<file path="config.mk">
export PLATFORM = sky130hd
export DESIGN_NAME = diff_drive_ramped_wheel_pwm_top
export DESIGN_NICKNAME = d
export VERILOG_FILES = /design/src/rtl/ddrwp_pkg.sv /design/src/rtl/ddrwp_div.sv /design/src/rtl/diff_drive_ramped_wheel_pwm_top.sv
export SDC_FILE = /design/constraint.sdc
export NUM_CORES = 2
export LEC_CHECK = 0
export BUFFER_PORTS_ARGS = -buffer_cell sky130_fd_sc_hd__buf_4
export CAP_MARGIN = 10
export CORE_MARGIN = 2
export CORE_UTILIZATION = 60
export CTS_BUF_LIST = sky130_fd_sc_hd__clkbuf_8
export DETAILED_ROUTE_END_ITERATION = 12
export HOLD_SLACK_MARGIN = 0.02
export PLACE_DENSITY_LB_ADDON = 0.2
export SYNTH_ARGS = -nofsm -noshare
export SYNTH_HDL_FRONTEND = slang
export SYNTH_SLANG_ARGS = --single-unit
export TNS_END_PERCENT = 10
</file>
<file path="constraint.sdc">
create_clock -name clk -period 12.5 [get_ports clk]
set_input_delay 0 -clock clk [delete_from_list [all_inputs] [get_ports clk]]
set_output_delay 0 -clock clk [all_outputs]
set_load 0.005 [all_outputs]
</file>
<file path="src/rtl/ddrwp_pkg.sv">
// shared types and constants for the ramped wheel pwm block
// no dependencies
`timescale 1ns / 1ps

package ddrwp_pkg;

    // divider geometry
    localparam int DIVD_W = 61;
    localparam int DIVS_W = 40;
    localparam int QUOT_W = 16;

    // fixed point constants
    localparam logic [25:0] PI_Q24   = 26'd52707179;
    localparam logic [9:0]  MS_TO_US = 10'd1000;
    localparam logic [14:0] BASE_K   = 15'd20000;

    // register indexes
    localparam logic [2:0] CFG_RADIUS = 3'd0;
    localparam logic [2:0] CFG_TRACK  = 3'd1;
    localparam logic [2:0] CFG_GEAR   = 3'd2;
    localparam logic [2:0] CFG_VMAX   = 3'd3;
    localparam logic [2:0] CFG_PWM_FS = 3'd4;
    localparam logic [2:0] CFG_ACC    = 3'd5;
    localparam logic [2:0] CFG_DEC    = 3'd6;

    // divider status back to the sequencer
    typedef struct packed {
        logic              done;
        logic              ovf;
        logic [QUOT_W-1:0] quot;
    } div_stat_t;

endpackage

</file>
<file path="src/rtl/ddrwp_div.sv">
// restoring divider, one quotient bit a cycle, 16-bit quotient with overflow flag
// depends on ddrwp_pkg
`timescale 1ns / 1ps

module ddrwp_div (
    input  logic                          clk,
    input  logic                          rst_n,
    input  logic                          start,
    input  logic [ddrwp_pkg::DIVD_W-1:0]  dividend,
    input  logic [ddrwp_pkg::DIVS_W-1:0]  divisor,
    output ddrwp_pkg::div_stat_t          stat
);
    import ddrwp_pkg::*;

    localparam int REM_W = DIVS_W + QUOT_W;

    logic              busy_reg, busy_next;
    logic              done_reg, done_next;
    logic              ovf_reg, ovf_next;
    logic [3:0]        cnt_reg, cnt_next;
    logic [REM_W-1:0]  rem_reg, rem_next;
    logic [REM_W-1:0]  dsh_reg, dsh_next;
    logic [QUOT_W-1:0] q_reg, q_next;
    logic [DIVD_W-1:0] lim;

    assign lim = DIVD_W'({divisor, QUOT_W'(0)});

    // iteration control
    always_comb
    begin
        busy_next = busy_reg;
        done_next = 1'b0;
        ovf_next  = ovf_reg;
        cnt_next  = cnt_reg;
        rem_next  = rem_reg;
        dsh_next  = dsh_reg;
        q_next    = q_reg;
        if (start)
        begin
            // quotient beyond 16 bits is flagged at once
            if (dividend >= lim)
            begin
                ovf_next  = 1'b1;
                done_next = 1'b1;
            end
            else
            begin
                ovf_next  = 1'b0;
                busy_next = 1'b1;
                cnt_next  = 4'd15;
                rem_next  = dividend[REM_W-1:0];
                dsh_next  = {1'b0, divisor, (QUOT_W-1)'(0)};
                q_next    = '0;
            end
        end
        else if (busy_reg)
        begin
            if (rem_reg >= dsh_reg)
            begin
                rem_next = rem_reg - dsh_reg;
                q_next   = {q_reg[QUOT_W-2:0], 1'b1};
            end
            else
            begin
                q_next = {q_reg[QUOT_W-2:0], 1'b0};
            end
            dsh_next = dsh_reg >> 1;
            cnt_next = cnt_reg - 4'd1;
            if (cnt_reg == 4'd0)
            begin
                busy_next = 1'b0;
                done_next = 1'b1;
            end
        end
    end

    // control flops
    always_ff @(posedge clk or negedge rst_n)
    begin
        if (!rst_n)
        begin
            busy_reg <= 1'b0;
            done_reg <= 1'b0;
            cnt_reg  <= '0;
        end
        else
        begin
            busy_reg <= busy_next;
            done_reg <= done_next;
            cnt_reg  <= cnt_next;
        end
    end

    // datapath flops
    always_ff @(posedge clk)
    begin
        ovf_reg <= ovf_next;
        rem_reg <= rem_next;
        dsh_reg <= dsh_next;
        q_reg   <= q_next;
    end

    assign stat.done = done_reg;
    assign stat.ovf  = ovf_reg;
    assign stat.quot = q_reg;

endmodule

</file>
<file path="src/rtl/diff_drive_ramped_wheel_pwm_top.sv">
// ramped differential-drive wheel pwm, top level with sequencer and datapath
// depends on ddrwp_pkg and ddrwp_div
`timescale 1ns / 1ps

// Usage
// - input stream s_axis: one beat is a command (target speed, turn rate,
//   microsecond timestamp); output stream m_axis: one beat per command
//   (left pwm, right pwm, ramped speed)
// - cfg_wr_en/cfg_wr_index/cfg_wr_data write the seven setup registers, taken at
//   once; the user must write only while no command is in flight (not enforced)
// - a command runs from acceptance to the output register through a single
//   multiplier and a 16-step divider, which are shared; the divider runs up to
//   five times (ramp, then motor speed and pwm per wheel); a divide pass ends
//   early when its quotient overflows, and the ramp divide is skipped when the
//   speed is held or the ramp time is zero
// - s_axis_tready is high only while the sequencer is idle; one command is
//   worked at a time, so the next is taken once the last reaches the output register
// - the result sits in an output register; the next command is accepted while
//   it waits, and only the final load stalls until m_axis_tready frees it
// - reset clears the ramp state, restores register defaults and empties the
//   output register

module diff_drive_ramped_wheel_pwm_top (
    input  logic        clk,
    input  logic        rst_n,
    input  logic        s_axis_tvalid,
    output logic        s_axis_tready,
    input  logic [63:0] s_axis_tdata,   // target_speed, turn_rate, timestamp_us
    output logic        m_axis_tvalid,
    input  logic        m_axis_tready,
    output logic [47:0] m_axis_tdata,   // left_pwm, right_pwm, ramped_speed
    input  logic        cfg_wr_en,
    input  logic [2:0]  cfg_wr_index,
    input  logic [15:0] cfg_wr_data
);
    import ddrwp_pkg::*;

    localparam logic [4:0] ST_IDLE  = 5'd0;
    localparam logic [4:0] ST_RAMP  = 5'd1;
    localparam logic [4:0] ST_RMUL  = 5'd2;
    localparam logic [4:0] ST_RDIV  = 5'd3;
    localparam logic [4:0] ST_RWAIT = 5'd4;
    localparam logic [4:0] ST_K1    = 5'd5;
    localparam logic [4:0] ST_K2    = 5'd6;
    localparam logic [4:0] ST_K3    = 5'd7;
    localparam logic [4:0] ST_K4    = 5'd8;
    localparam logic [4:0] ST_K5    = 5'd9;
    localparam logic [4:0] ST_W0    = 5'd10;
    localparam logic [4:0] ST_W1    = 5'd11;
    localparam logic [4:0] ST_W2    = 5'd12;
    localparam logic [4:0] ST_W3    = 5'd13;
    localparam logic [4:0] ST_W4    = 5'd14;
    localparam logic [4:0] ST_W5    = 5'd15;
    localparam logic [4:0] ST_W6    = 5'd16;
    localparam logic [4:0] ST_OUT   = 5'd17;

    // setup registers
    logic [13:0] radius_reg;
    logic [15:0] track_reg;
    logic [13:0] gear_reg;
    logic [15:0] vmax_reg;
    logic [9:0]  pwm_fs_reg;
    logic [15:0] acc_ms_reg;
    logic [15:0] dec_ms_reg;
    logic [25:0] t_acc_reg;
    logic [25:0] t_dec_reg;

    // ramp state
    logic signed [15:0] held_reg, held_next;
    logic [25:0]        elapsed_reg, elapsed_next;
    logic signed [15:0] aslope_reg, aslope_next;
    logic signed [15:0] dslope_reg, dslope_next;
    logic [1:0]         rise_reg, rise_next;
    logic [1:0]         fall_reg, fall_next;
    logic [31:0]        last_reg, last_next;

    // sequencer and work registers
    logic [4:0]         state_reg, state_next;
    logic signed [15:0] tgt_reg, tgt_next;
    logic signed [15:0] turn_reg, turn_next;
    logic [31:0]        now_reg, now_next;
    logic [31:0]        op_a_reg, op_a_next;
    logic [25:0]        op_b_reg, op_b_next;
    logic [57:0]        prod_reg;
    logic               neg_reg, neg_next;
    logic [25:0]        tsel_reg, tsel_next;
    logic signed [30:0] base_reg, base_next;
    logic signed [32:0] lw_reg, lw_next;
    logic [39:0]        den_reg, den_next;
    logic               side_reg, side_next;
    logic signed [15:0] left_reg, left_next;
    logic signed [15:0] right_reg, right_next;

    // output register
    logic               ovalid_reg, ovalid_next;
    logic [47:0]        odata_reg, odata_next;

    // divider hookup
    logic               div_start;
    logic [DIVD_W-1:0]  div_dividend;
    logic [DIVS_W-1:0]  div_divisor;
    div_stat_t          div_stat;

    // combinational helpers
    logic               rising, falling;
    logic [1:0]         steps_n;
    logic [25:0]        e0, e1, t_cur;
    logic [31:0]        dt;
    logic [32:0]        esum;
    logic signed [15:0] slope_n;
    logic [15:0]        sat_mag;
    logic signed [33:0] n_wide;
    logic [16:0]        g6;
    logic [13:0]        radius_eff;
    logic [15:0]        vmax_eff;

    function automatic logic [15:0] mag16(input logic signed [15:0] x);
        mag16 = x[15] ? (~x + 16'd1) : x;
    endfunction

    ddrwp_div u_div (
        .clk      (clk),
        .rst_n    (rst_n),
        .start    (div_start),
        .dividend (div_dividend),
        .divisor  (div_divisor),
        .stat     (div_stat)
    );

    assign g6         = 17'({gear_reg, 2'b00}) + 17'({gear_reg, 1'b0});
    assign radius_eff = (radius_reg == 14'd0) ? 14'd1 : radius_reg;
    assign vmax_eff   = (vmax_reg == 16'd0) ? 16'd1 : vmax_reg;

    // setup register writes
    always_ff @(posedge clk or negedge rst_n)
    begin
        if (!rst_n)
        begin
            radius_reg <= 14'd750;
            track_reg  <= 16'd4500;
            gear_reg   <= 14'd192;
            vmax_reg   <= 16'd14000;
            pwm_fs_reg <= 10'd255;
            acc_ms_reg <= 16'd1000;
            dec_ms_reg <= 16'd500;
        end
        else if (cfg_wr_en)
        begin
            case (cfg_wr_index)
                CFG_RADIUS: radius_reg <= cfg_wr_data[13:0];
                CFG_TRACK:  track_reg  <= cfg_wr_data;
                CFG_GEAR:   gear_reg   <= cfg_wr_data[13:0];
                CFG_VMAX:   vmax_reg   <= cfg_wr_data;
                CFG_PWM_FS: pwm_fs_reg <= cfg_wr_data[9:0];
                CFG_ACC:    acc_ms_reg <= cfg_wr_data;
                CFG_DEC:    dec_ms_reg <= cfg_wr_data;
                default:    ;
            endcase
        end
    end

    // ramp times in microseconds
    always_ff @(posedge clk)
    begin
        t_acc_reg <= 26'(acc_ms_reg) * 26'(MS_TO_US);
        t_dec_reg <= 26'(dec_ms_reg) * 26'(MS_TO_US);
    end

    // shared multiplier, registered
    always_ff @(posedge clk)
    begin
        prod_reg <= 58'(op_a_reg) * 58'(op_b_reg);
    end

    // ramp step decode
    always_comb
    begin
        rising  = (tgt_reg != held_reg) && (tgt_reg != 16'sd0);
        falling = (tgt_reg != held_reg) && (tgt_reg == 16'sd0);
        t_cur   = rising ? t_acc_reg : t_dec_reg;
        if (rising)
        begin
            steps_n = (rise_reg < 2'd2) ? rise_reg + 2'd1 : rise_reg;
            e0      = (rise_reg < 2'd2) ? 26'd0 : elapsed_reg;
            slope_n = (rise_reg < 2'd2) ? tgt_reg : aslope_reg;
        end
        else
        begin
            steps_n = (fall_reg < 2'd2) ? fall_reg + 2'd1 : fall_reg;
            e0      = (fall_reg < 2'd2) ? 26'd0 : elapsed_reg;
            slope_n = (fall_reg < 2'd2) ? held_reg : dslope_reg;
        end
        // time step wraps at 32 bits
        dt   = now_reg - last_reg;
        esum = 33'(e0) + 33'(dt);
        if (steps_n[1])
            e1 = (esum > 33'(t_cur)) ? t_cur : esum[25:0];
        else
            e1 = 26'd0;
    end

    // saturated magnitude of the divider result for the current sign
    always_comb
    begin
        if (neg_reg)
            sat_mag = (div_stat.ovf || div_stat.quot > 16'd32768) ? 16'd32768 : div_stat.quot;
        else
            sat_mag = (div_stat.ovf || div_stat.quot > 16'd32767) ? 16'd32767 : div_stat.quot;
    end

    // wheel numerator
    assign n_wide = side_reg ? (34'(base_reg) + 34'(lw_reg)) : (34'(base_reg) - 34'(lw_reg));

    // divider operand selection
    always_comb
    begin
        div_start    = 1'b0;
        div_dividend = DIVD_W'(prod_reg);
        div_divisor  = DIVS_W'(tsel_reg);
        case (state_reg)
            ST_RDIV:
            begin
                div_start = 1'b1;
            end
            ST_W2:
            begin
                div_start    = 1'b1;
                div_dividend = {prod_reg[48:0], 12'd0};
                div_divisor  = den_reg;
            end
            ST_W5:
            begin
                div_start   = 1'b1;
                div_divisor = DIVS_W'(vmax_eff);
            end
            default: ;
        endcase
    end

    // sequencer
    always_comb
    begin
        state_next   = state_reg;
        held_next    = held_reg;
        elapsed_next = elapsed_reg;
        aslope_next  = aslope_reg;
        dslope_next  = dslope_reg;
        rise_next    = rise_reg;
        fall_next    = fall_reg;
        last_next    = last_reg;
        tgt_next     = tgt_reg;
        turn_next    = turn_reg;
        now_next     = now_reg;
        op_a_next    = op_a_reg;
        op_b_next    = op_b_reg;
        neg_next     = neg_reg;
        tsel_next    = tsel_reg;
        base_next    = base_reg;
        lw_next      = lw_reg;
        den_next     = den_reg;
        side_next    = side_reg;
        left_next    = left_reg;
        right_next   = right_reg;
        ovalid_next  = ovalid_reg;
        odata_next   = odata_reg;

        if (ovalid_reg && m_axis_tready)
            ovalid_next = 1'b0;

        case (state_reg)
            ST_IDLE:
            begin
                if (s_axis_tvalid)
                begin
                    tgt_next   = s_axis_tdata[15:0];
                    turn_next  = s_axis_tdata[31:16];
                    now_next   = s_axis_tdata[63:32];
                    state_next = ST_RAMP;
                end
            end
            ST_RAMP:
            begin
                tsel_next  = t_cur;
                state_next = ST_K1;
                if (rising)
                begin
                    fall_next    = 2'd0;
                    rise_next    = steps_n;
                    aslope_next  = slope_n;
                    elapsed_next = e1;
                    last_next    = now_reg;
                    neg_next     = slope_n[15];
                    op_a_next    = 32'(mag16(slope_n));
                    op_b_next    = e1;
                    if (t_cur == 26'd0)
                        held_next = slope_n;
                    else
                        state_next = ST_RMUL;
                end
                else if (falling)
                begin
                    rise_next   = 2'd0;
                    fall_next   = steps_n;
                    dslope_next = slope_n;
                    last_next   = now_reg;
                    neg_next    = slope_n[15];
                    op_a_next   = 32'(mag16(slope_n));
                    op_b_next   = t_cur - e1;
                    if (t_cur == 26'd0)
                    begin
                        held_next    = 16'sd0;
                        elapsed_next = 26'd0;
                    end
                    else
                    begin
                        elapsed_next = e1;
                        state_next   = ST_RMUL;
                    end
                end
                else
                begin
                    elapsed_next = 26'd0;
                    rise_next    = 2'd0;
                    fall_next    = 2'd0;
                end
            end
            ST_RMUL:
            begin
                state_next = ST_RDIV;
            end
            ST_RDIV:
            begin
                state_next = ST_RWAIT;
            end
            ST_RWAIT:
            begin
                if (div_stat.done)
                begin
                    held_next  = neg_reg ? -div_stat.quot : div_stat.quot;
                    state_next = ST_K1;
                end
            end
            ST_K1:
            begin
                // 20000 times held speed
                op_a_next  = 32'(mag16(held_reg));
                op_b_next  = 26'(BASE_K);
                state_next = ST_K2;
            end
            ST_K2:
            begin
                // track width times turn rate
                op_a_next  = 32'(track_reg);
                op_b_next  = 26'(mag16(turn_reg));
                state_next = ST_K3;
            end
            ST_K3:
            begin
                base_next  = held_reg[15] ? -31'(prod_reg) : 31'(prod_reg);
                op_a_next  = 32'(PI_Q24);
                op_b_next  = 26'(radius_eff);
                state_next = ST_K4;
            end
            ST_K4:
            begin
                lw_next    = turn_reg[15] ? -33'(prod_reg) : 33'(prod_reg);
                state_next = ST_K5;
            end
            ST_K5:
            begin
                den_next   = prod_reg[39:0];
                side_next  = 1'b0;
                state_next = ST_W0;
            end
            ST_W0:
            begin
                neg_next   = n_wide[33];
                op_a_next  = n_wide[33] ? 32'(-n_wide) : n_wide[31:0];
                op_b_next  = 26'(g6);
                state_next = ST_W1;
            end
            ST_W1:
            begin
                state_next = ST_W2;
            end
            ST_W2:
            begin
                state_next = ST_W3;
            end
            ST_W3:
            begin
                // motor speed, then scale to pwm
                if (div_stat.done)
                begin
                    op_a_next  = 32'(sat_mag);
                    op_b_next  = 26'(pwm_fs_reg);
                    state_next = ST_W4;
                end
            end
            ST_W4:
            begin
                state_next = ST_W5;
            end
            ST_W5:
            begin
                state_next = ST_W6;
            end
            ST_W6:
            begin
                if (div_stat.done)
                begin
                    if (side_reg)
                    begin
                        right_next = neg_reg ? -sat_mag : sat_mag;
                        state_next = ST_OUT;
                    end
                    else
                    begin
                        left_next  = neg_reg ? -sat_mag : sat_mag;
                        side_next  = 1'b1;
                        state_next = ST_W0;
                    end
                end
            end
            ST_OUT:
            begin
                if (!ovalid_reg || m_axis_tready)
                begin
                    ovalid_next = 1'b1;
                    odata_next  = {held_reg, right_reg, left_reg};
                    state_next  = ST_IDLE;
                end
            end
            default:
            begin
                state_next = ST_IDLE;
            end
        endcase
    end

    // control and ramp state flops
    always_ff @(posedge clk or negedge rst_n)
    begin
        if (!rst_n)
        begin
            state_reg   <= ST_IDLE;
            ovalid_reg  <= 1'b0;
            held_reg    <= '0;
            elapsed_reg <= '0;
            aslope_reg  <= '0;
            dslope_reg  <= '0;
            rise_reg    <= '0;
            fall_reg    <= '0;
            last_reg    <= '0;
            side_reg    <= 1'b0;
        end
        else
        begin
            state_reg   <= state_next;
            ovalid_reg  <= ovalid_next;
            held_reg    <= held_next;
            elapsed_reg <= elapsed_next;
            aslope_reg  <= aslope_next;
            dslope_reg  <= dslope_next;
            rise_reg    <= rise_next;
            fall_reg    <= fall_next;
            last_reg    <= last_next;
            side_reg    <= side_next;
        end
    end

    // work registers
    always_ff @(posedge clk)
    begin
        tgt_reg   <= tgt_next;
        turn_reg  <= turn_next;
        now_reg   <= now_next;
        op_a_reg  <= op_a_next;
        op_b_reg  <= op_b_next;
        neg_reg   <= neg_next;
        tsel_reg  <= tsel_next;
        base_reg  <= base_next;
        lw_reg    <= lw_next;
        den_reg   <= den_next;
        left_reg  <= left_next;
        right_reg <= right_next;
        odata_reg <= odata_next;
    end

    assign s_axis_tready = (state_reg == ST_IDLE);
    assign m_axis_tvalid = ovalid_reg;
    assign m_axis_tdata  = odata_reg;

endmodule

</file>
Word-level counts from Yosys, hierarchy flattened
Index checks and enable logic that the tools add are counted.

Input bits: 88. Output and inout port bits: 50. Logic and storage cells: 240. Flip-flop bits (word level): 791.

Bitwise gates (word level): 5. Multipliers: 3. Reductions and logical operators: 44. Equality and inequality tests: 32. $add $sub $neg: 18. Multiplexer cells: 91. $lt $le $gt $ge: 7.

Operators with widths (count): 56-bit 2-to-1 mux (7); 16-bit 2-to-1 mux (20); 26-bit 2-to-1 mux (12); 32-bit 2-to-1 mux (6); 32-bit one-hot mux with 6 select lines (1); 26-bit one-hot mux with 6 select lines (1); 5-bit one-hot mux with 18 select lines (1); 40-bit one-hot mux with 2 select lines (1); 61-bit by 56-bit greater-or-equal comparator with 1-bit output (1); 61-bit 2-to-1 mux (1); 32-bit by 26-bit multiplier with 58-bit output (1); 56-bit greater-or-equal comparator (1); 56-bit subtractor (1); 16-bit by 1-bit adder with 16-bit output (second input constant) (3); 16-bit NOT (3); 16-bit by 7-bit multiplier with 23-bit output (second input constant) (2); 5-bit by 4-bit == test with 1-bit output (second input constant) (8); 31-bit by 33-bit adder with 34-bit output (1); 34-bit 2-to-1 mux (1); 31-bit by 33-bit subtractor with 34-bit output (1); 26-bit by 32-bit adder with 33-bit output (1); 33-bit by 26-bit > comparator with 1-bit output (1); 33-bit 2-to-1 mux (1); 33-bit negation (1); 49 further kinds (123).

Logic depth before layout (Yosys ltp)
Depth in word-level cells: 11. Gate-level depth with buffers: 51. Gate-level depth less buffers: 50.

By module
From an unflattened synthesis, not the netlist that was laid out.

Cell total of the unflattened synthesis: 7827. Area total of the unflattened synthesis: 76487.1 um^2.

By module, submodules not included: diff_drive_ramped_wheel_pwm_top (seq. area each 17523.1 um^2, cells each 6731, area each 66572.6 um^2, instances 1); ddrwp_div (seq. area each 3993.8 um^2, cells each 1096, area each 9914.5 um^2, instances 1).

Worst setup path after synthesis
No wires, ideal clock.

Kind: reg2reg. From: reg held_reg[11]. To: reg op_b_reg[23] (data pin). Path buffers: 5. Required time: 12.227 ns. Stages on the path, launching flop included: 49. Slack: 2.793 ns. Clock period less this slack: 9.707 ns. Arrival: 9.435 ns. Path through: dfrtp_1 > clkbuf_1 > xnor2_1 > nand4_1 > nor4_1 > inv_1 > nand2_1 > clkbuf_1 > nor2_1 > a21oi_1 > clkbuf_1 > nor2b_1 > ha_1 > a211oi_1 > o211ai_1 > nand2_1 > o31ai_1 > a31oi_1 > (+13 left out) > nand3_1 > buf_1 > buf_1 > o211ai_1 > ha_1 > a21o_1 > a21oi_1 > nor2b_1 > o21a_1 > or2_2 > a211oi_1 > nor2b_1 > nor2_1 > nor4b_1 > a31oi_1 > a31oi_1 > xor2_1 > o22ai_1.

Longest elaborated chain between the ends: 11.

Ends and longest elaborated chain: from (decl) (line diff_drive_ramped_wheel_pwm_top.sv:69) `logic signed [15:0] held_reg, held_next;`; from (signal assigned) (line diff_drive_ramped_wheel_pwm_top.sv:461) `held_reg <= held_next;`; 16-bit inequality test (*) (line diff_drive_ramped_wheel_pwm_top.sv:178) `rising = (tgt_reg != held_reg) && (tgt_reg != 16'sd0);`; 1-bit logical AND (*) (line diff_drive_ramped_wheel_pwm_top.sv:178); 26-bit 2-to-1 mux (line diff_drive_ramped_wheel_pwm_top.sv:181) `if (rising)`; 26-bit by 32-bit adder with 33-bit output (line diff_drive_ramped_wheel_pwm_top.sv:195) `esum = 33'(e0) + 33'(dt);`; 33-bit by 26-bit > comparator with 1-bit output (line diff_drive_ramped_wheel_pwm_top.sv:197) `e1 = (esum > 33'(t_cur)) ? t_cur : esum[25:0];`; 26-bit 2-to-1 mux (line diff_drive_ramped_wheel_pwm_top.sv:197); 26-bit 2-to-1 mux (line diff_drive_ramped_wheel_pwm_top.sv:196) `if (steps_n[1])`; 26-bit subtractor (line diff_drive_ramped_wheel_pwm_top.sv:308) `op_b_next = t_cur - e1;`; 26-bit 2-to-1 mux (line diff_drive_ramped_wheel_pwm_top.sv:300) `else if (falling)`; 26-bit 2-to-1 mux (*) (line diff_drive_ramped_wheel_pwm_top.sv:285) `if (rising)`; 26-bit one-hot mux with 6 select lines (*) (line diff_drive_ramped_wheel_pwm_top.sv:270) `case (state_reg)`; net op_b_next[23] (line diff_drive_ramped_wheel_pwm_top.sv:83) `logic [25:0] op_b_reg, op_b_next;`; to (signal assigned) (line diff_drive_ramped_wheel_pwm_top.sv:479) `op_b_reg <= op_b_next;`; to (decl) (line diff_drive_ramped_wheel_pwm_top.sv:83).

Mark *: on every way through the listed nets, which the timed path passes. The rest lies on a longest branch. The select of a mux whose other input is x is not followed. A chain may end at the register's enable or synchronous reset.

Final worst setup path
From: reg held_reg[6]. To: reg op_b_reg[23] (data pin).

Same word-level chain as after synthesis.

==> results by group <==
Worst setup path
  – CP Class: reg -> reg
  – CP Max Fanout: 20
  – CP bufs+invs: 2
  – Crit-path slowest cell: nor4_1
  – Top delay family on crit path: simple AND/OR/NAND/NOR gates
  – CP max stage delay: between 0.7 and 0.8 ns
  – Crit path capture type: flip-flop
  – Most used cell, CP: nor2_1
  – Startpoint types: flip-flop
  – WP data arrival: ~12 ns
  – Worst Path Required: ~13 ns

Floorplan
  – Initial Util: 60.3%
  – Total core area: between 0.1 and 0.15 mm^2
  – Die height: 356 um
  – Die X: roughly 360 um
  – I/O pins: roughly 140
  – Die area: ~0.13 mm^2
  – Row Count: ~130

Timing
  – Rel. slew slack: between 20% and 30%
  – Post-layout min period: 11.59 ns
  – Fin Clk Skew: 0.0714 ns
  – RSZ-0062 raised after global routing: no
  – Setup TNS: 0 ns
  – Fin. max-slew vios: 0
  – Peak Freq: about 86 MHz
  – Final period util: between 90% and 100%
  – Worst slew pin tran: 1.19 ns
  – Endpoints failing setup: 0
  – Final hold vios: 0

Yosys
  – Syn_nets: between 9000 and 10000
  – Top FF cell, synth: edfxtp_1
  – Ranking of synthesized cells by area: fa_1 22%, edfxtp_1 18%, ha_1 9.4%
  – Synth Register Bits: slightly below 800
  – Syn Std Cell Area: between 0.07 and 0.08 mm^2
  – Post-synth top cells: 1072 x nand2_1, 928 x inv_1, 831 x fa_1
  – Post-Synthesis Cells: 7566
  – Sequential fraction of the synthesis area: between 20 and 30%
  – Number of synthesized flops with an enable pin: between 400 and 500
  – Dominant cell type by area after synthesis: fa_1
  – Synth async-reset ratio: between 20% and 30%
  – Avg Cell Area, Syn: around 9.8 um^2
  – Synth top area share: 22.3%
  – Top-count cell post-synth: nand2_1
  – Yosys Warn Count: 0
  – Distinct cell type count after synthesis: 85

Detailed routing
  – TritonRoute pass-1 iters: 6
  – Drt initial violations: between 5000 and 6000
  – DRC: 0
  – Wire per inst: 24.4 um
  – ANT nets after route: 0
  – Vias per cell: ~6.1
  – Final WL: between 200000 and 250000 um
  – Via count: 58500

Global route
  – GR Util All Layers: between 30% and 40%
  – Vias in the first global route: a little over 60000
  – Initial antenna violation count: 19
  – Largest net degree at the start of global routing: 97
  – Total gr overflow: 0
  – Global-route wire length before repair: around 360000 um

Cells and area
  – Syn-to-layout area delta: 10.3%
  – Layout cells sized above 1: under 10%
  – Filler cells: between 9000 and 10000
  – Max reg flops: 58
  – Layout net count: 9314

Placed design
  – GP Congestion: approximately 1
  – Post-DP HPWL: 168000 um
  – Port Buf Inserts: roughly 140

Clocking
  – CTS Buf Count: between 100 and 150
  – Worst-path clk slew: ~0.070 ns
  – CTS Buffer Depth: 3
  – H-tree levels: 4
  – CTS Root Buffer Type: clkbuf_8
  – CTS tree: built
  – Clock sinks: 787
  – Clock Latency Late Sink: 0.92 ns

Min path
  – HP Class: in -> reg

Flow run
  – Max Cap Violations: 0

Status
  – Outcome: completed
-- layout by cell type (no fill, tap or decap), types with 19 or more instances in the layout --
cell type,Yosys,final
a211oi_1,26,25
a21o_1,152,152
a21oi_1,345,342
a221oi_1,21,21
a22oi_1,21,21
a31oi_1,36,36
and2_1,346,345
and3_1,24,24
buf_4,1,276
clkbuf_8,0,159
dfrtp_1,184,183
dfstp_2,41,41
dfxtp_1,104,104
dlygate4sd3_1,0,177
edfxtp_1,458,458
fa_1,831,831
ha_1,560,560
inv_1,928,988
mux2_2,165,165
mux2i_1,48,47
nand2_1,1072,1070
nand2b_1,56,55
nand3_1,70,68
nand4_1,51,51
nor2_1,273,271
nor2b_1,78,78
nor3_1,72,68
nor4_1,28,26
o211ai_1,37,37
o21a_1,46,46
o21ai_0,348,346
o21bai_1,53,53
o31ai_1,28,28
or2_2,19,19
or3_1,40,40
xnor2_1,307,306
xor2_1,133,133
-- cells by family (layout without fill, tap and decap cells) --
group	count (synthesis)	count (layout)	synth area share [%]
adder cells (fa/ha/maj)	1391	1391	31.8
other	0	8	0
multiplexers	213	213	3.14
AND/OR/NAND/NOR	2194	2194	13.9
flip-flops	787	787	28.9
AO/OA/AOI/OAI	1280	1280	10.8
buffers and inverters	1261	1643	6.37
XOR/XNOR	440	440	5.18
-- final cells by class --
class	instances	area, um^2	share of cell area, %
diodes	8	20.0	0.0244
clock buffers	159	2190	2.67
clock inverters	97	583	0.710
inverters	930	3490	4.25
multi-input cells	5518	48300	58.9
flip-flops and latches	787	21500	26.2
well taps	1637	2050	2.49
repair buffers	457	3910	4.77
-- repair_timing --
| action | 4_1_cts | 5_1_grt |
|---|---|---|
| hold endpoints to repair | 328 | 0 |
| setup buffers | 0 | 0 |
| hold buffers | 178 | 0 |
| gates resized for setup | 0 | 2 |
| setup endpoints to repair | 0 | 10 |
-- routing by layer --
layer  vias to the layer above  wire length (um)  GRT usage (%)
li1                      25700                 -              -
met1                     29200             88400           47.2
met2                      2865            108000           60.4
met3                       815             22100           8.57
met4                        16             15500           21.6
met5                         -               193          0.333
-- worst paths after layout --
check                          startpoint          endpoint  slack [ns]  depth (start not counted)
min                        cfg_wr_data[9]     acc_ms_reg[9]        0.10                          3
max                           held_reg[6]      op_b_reg[23]        0.91                         43
max in group asynchronous           rst_n      held_reg[15]       10.42                          5
max reg2reg                   held_reg[6]      op_b_reg[23]        0.91                         43
min reg2reg                 right_reg[15]  m_axis_tdata[31]        0.42                          0
min in group asynchronous           rst_n     acc_ms_reg[8]        0.33                          3
-- worst min-delay path: cells and delay by family --
family | cells | cell delay, ns
multiplexers | 1 | 0.19
buffers and inverters | 2 | 0.78
-- metrics by stage --
step                instances  setup slack [ns]  instance area [um^2]  hold WS [ns]  util (%)
finish                   9593             0.906                 82100         0.100      66.5
global placement         9149             0.995                 77500         0.116      62.7
global route             9587            0.0916                 82100        0.0897      66.5
CTS                      9583             0.670                 82000        0.0283      66.4
detailed placement       9149             0.716                 77500         0.125      62.7
floorplan                7566              2.79                 74500        -0.296         -
Power is left out: the tool's default activity adds up to more than one toggle a clock period on the data nets, which glitch-free logic cannot reach.
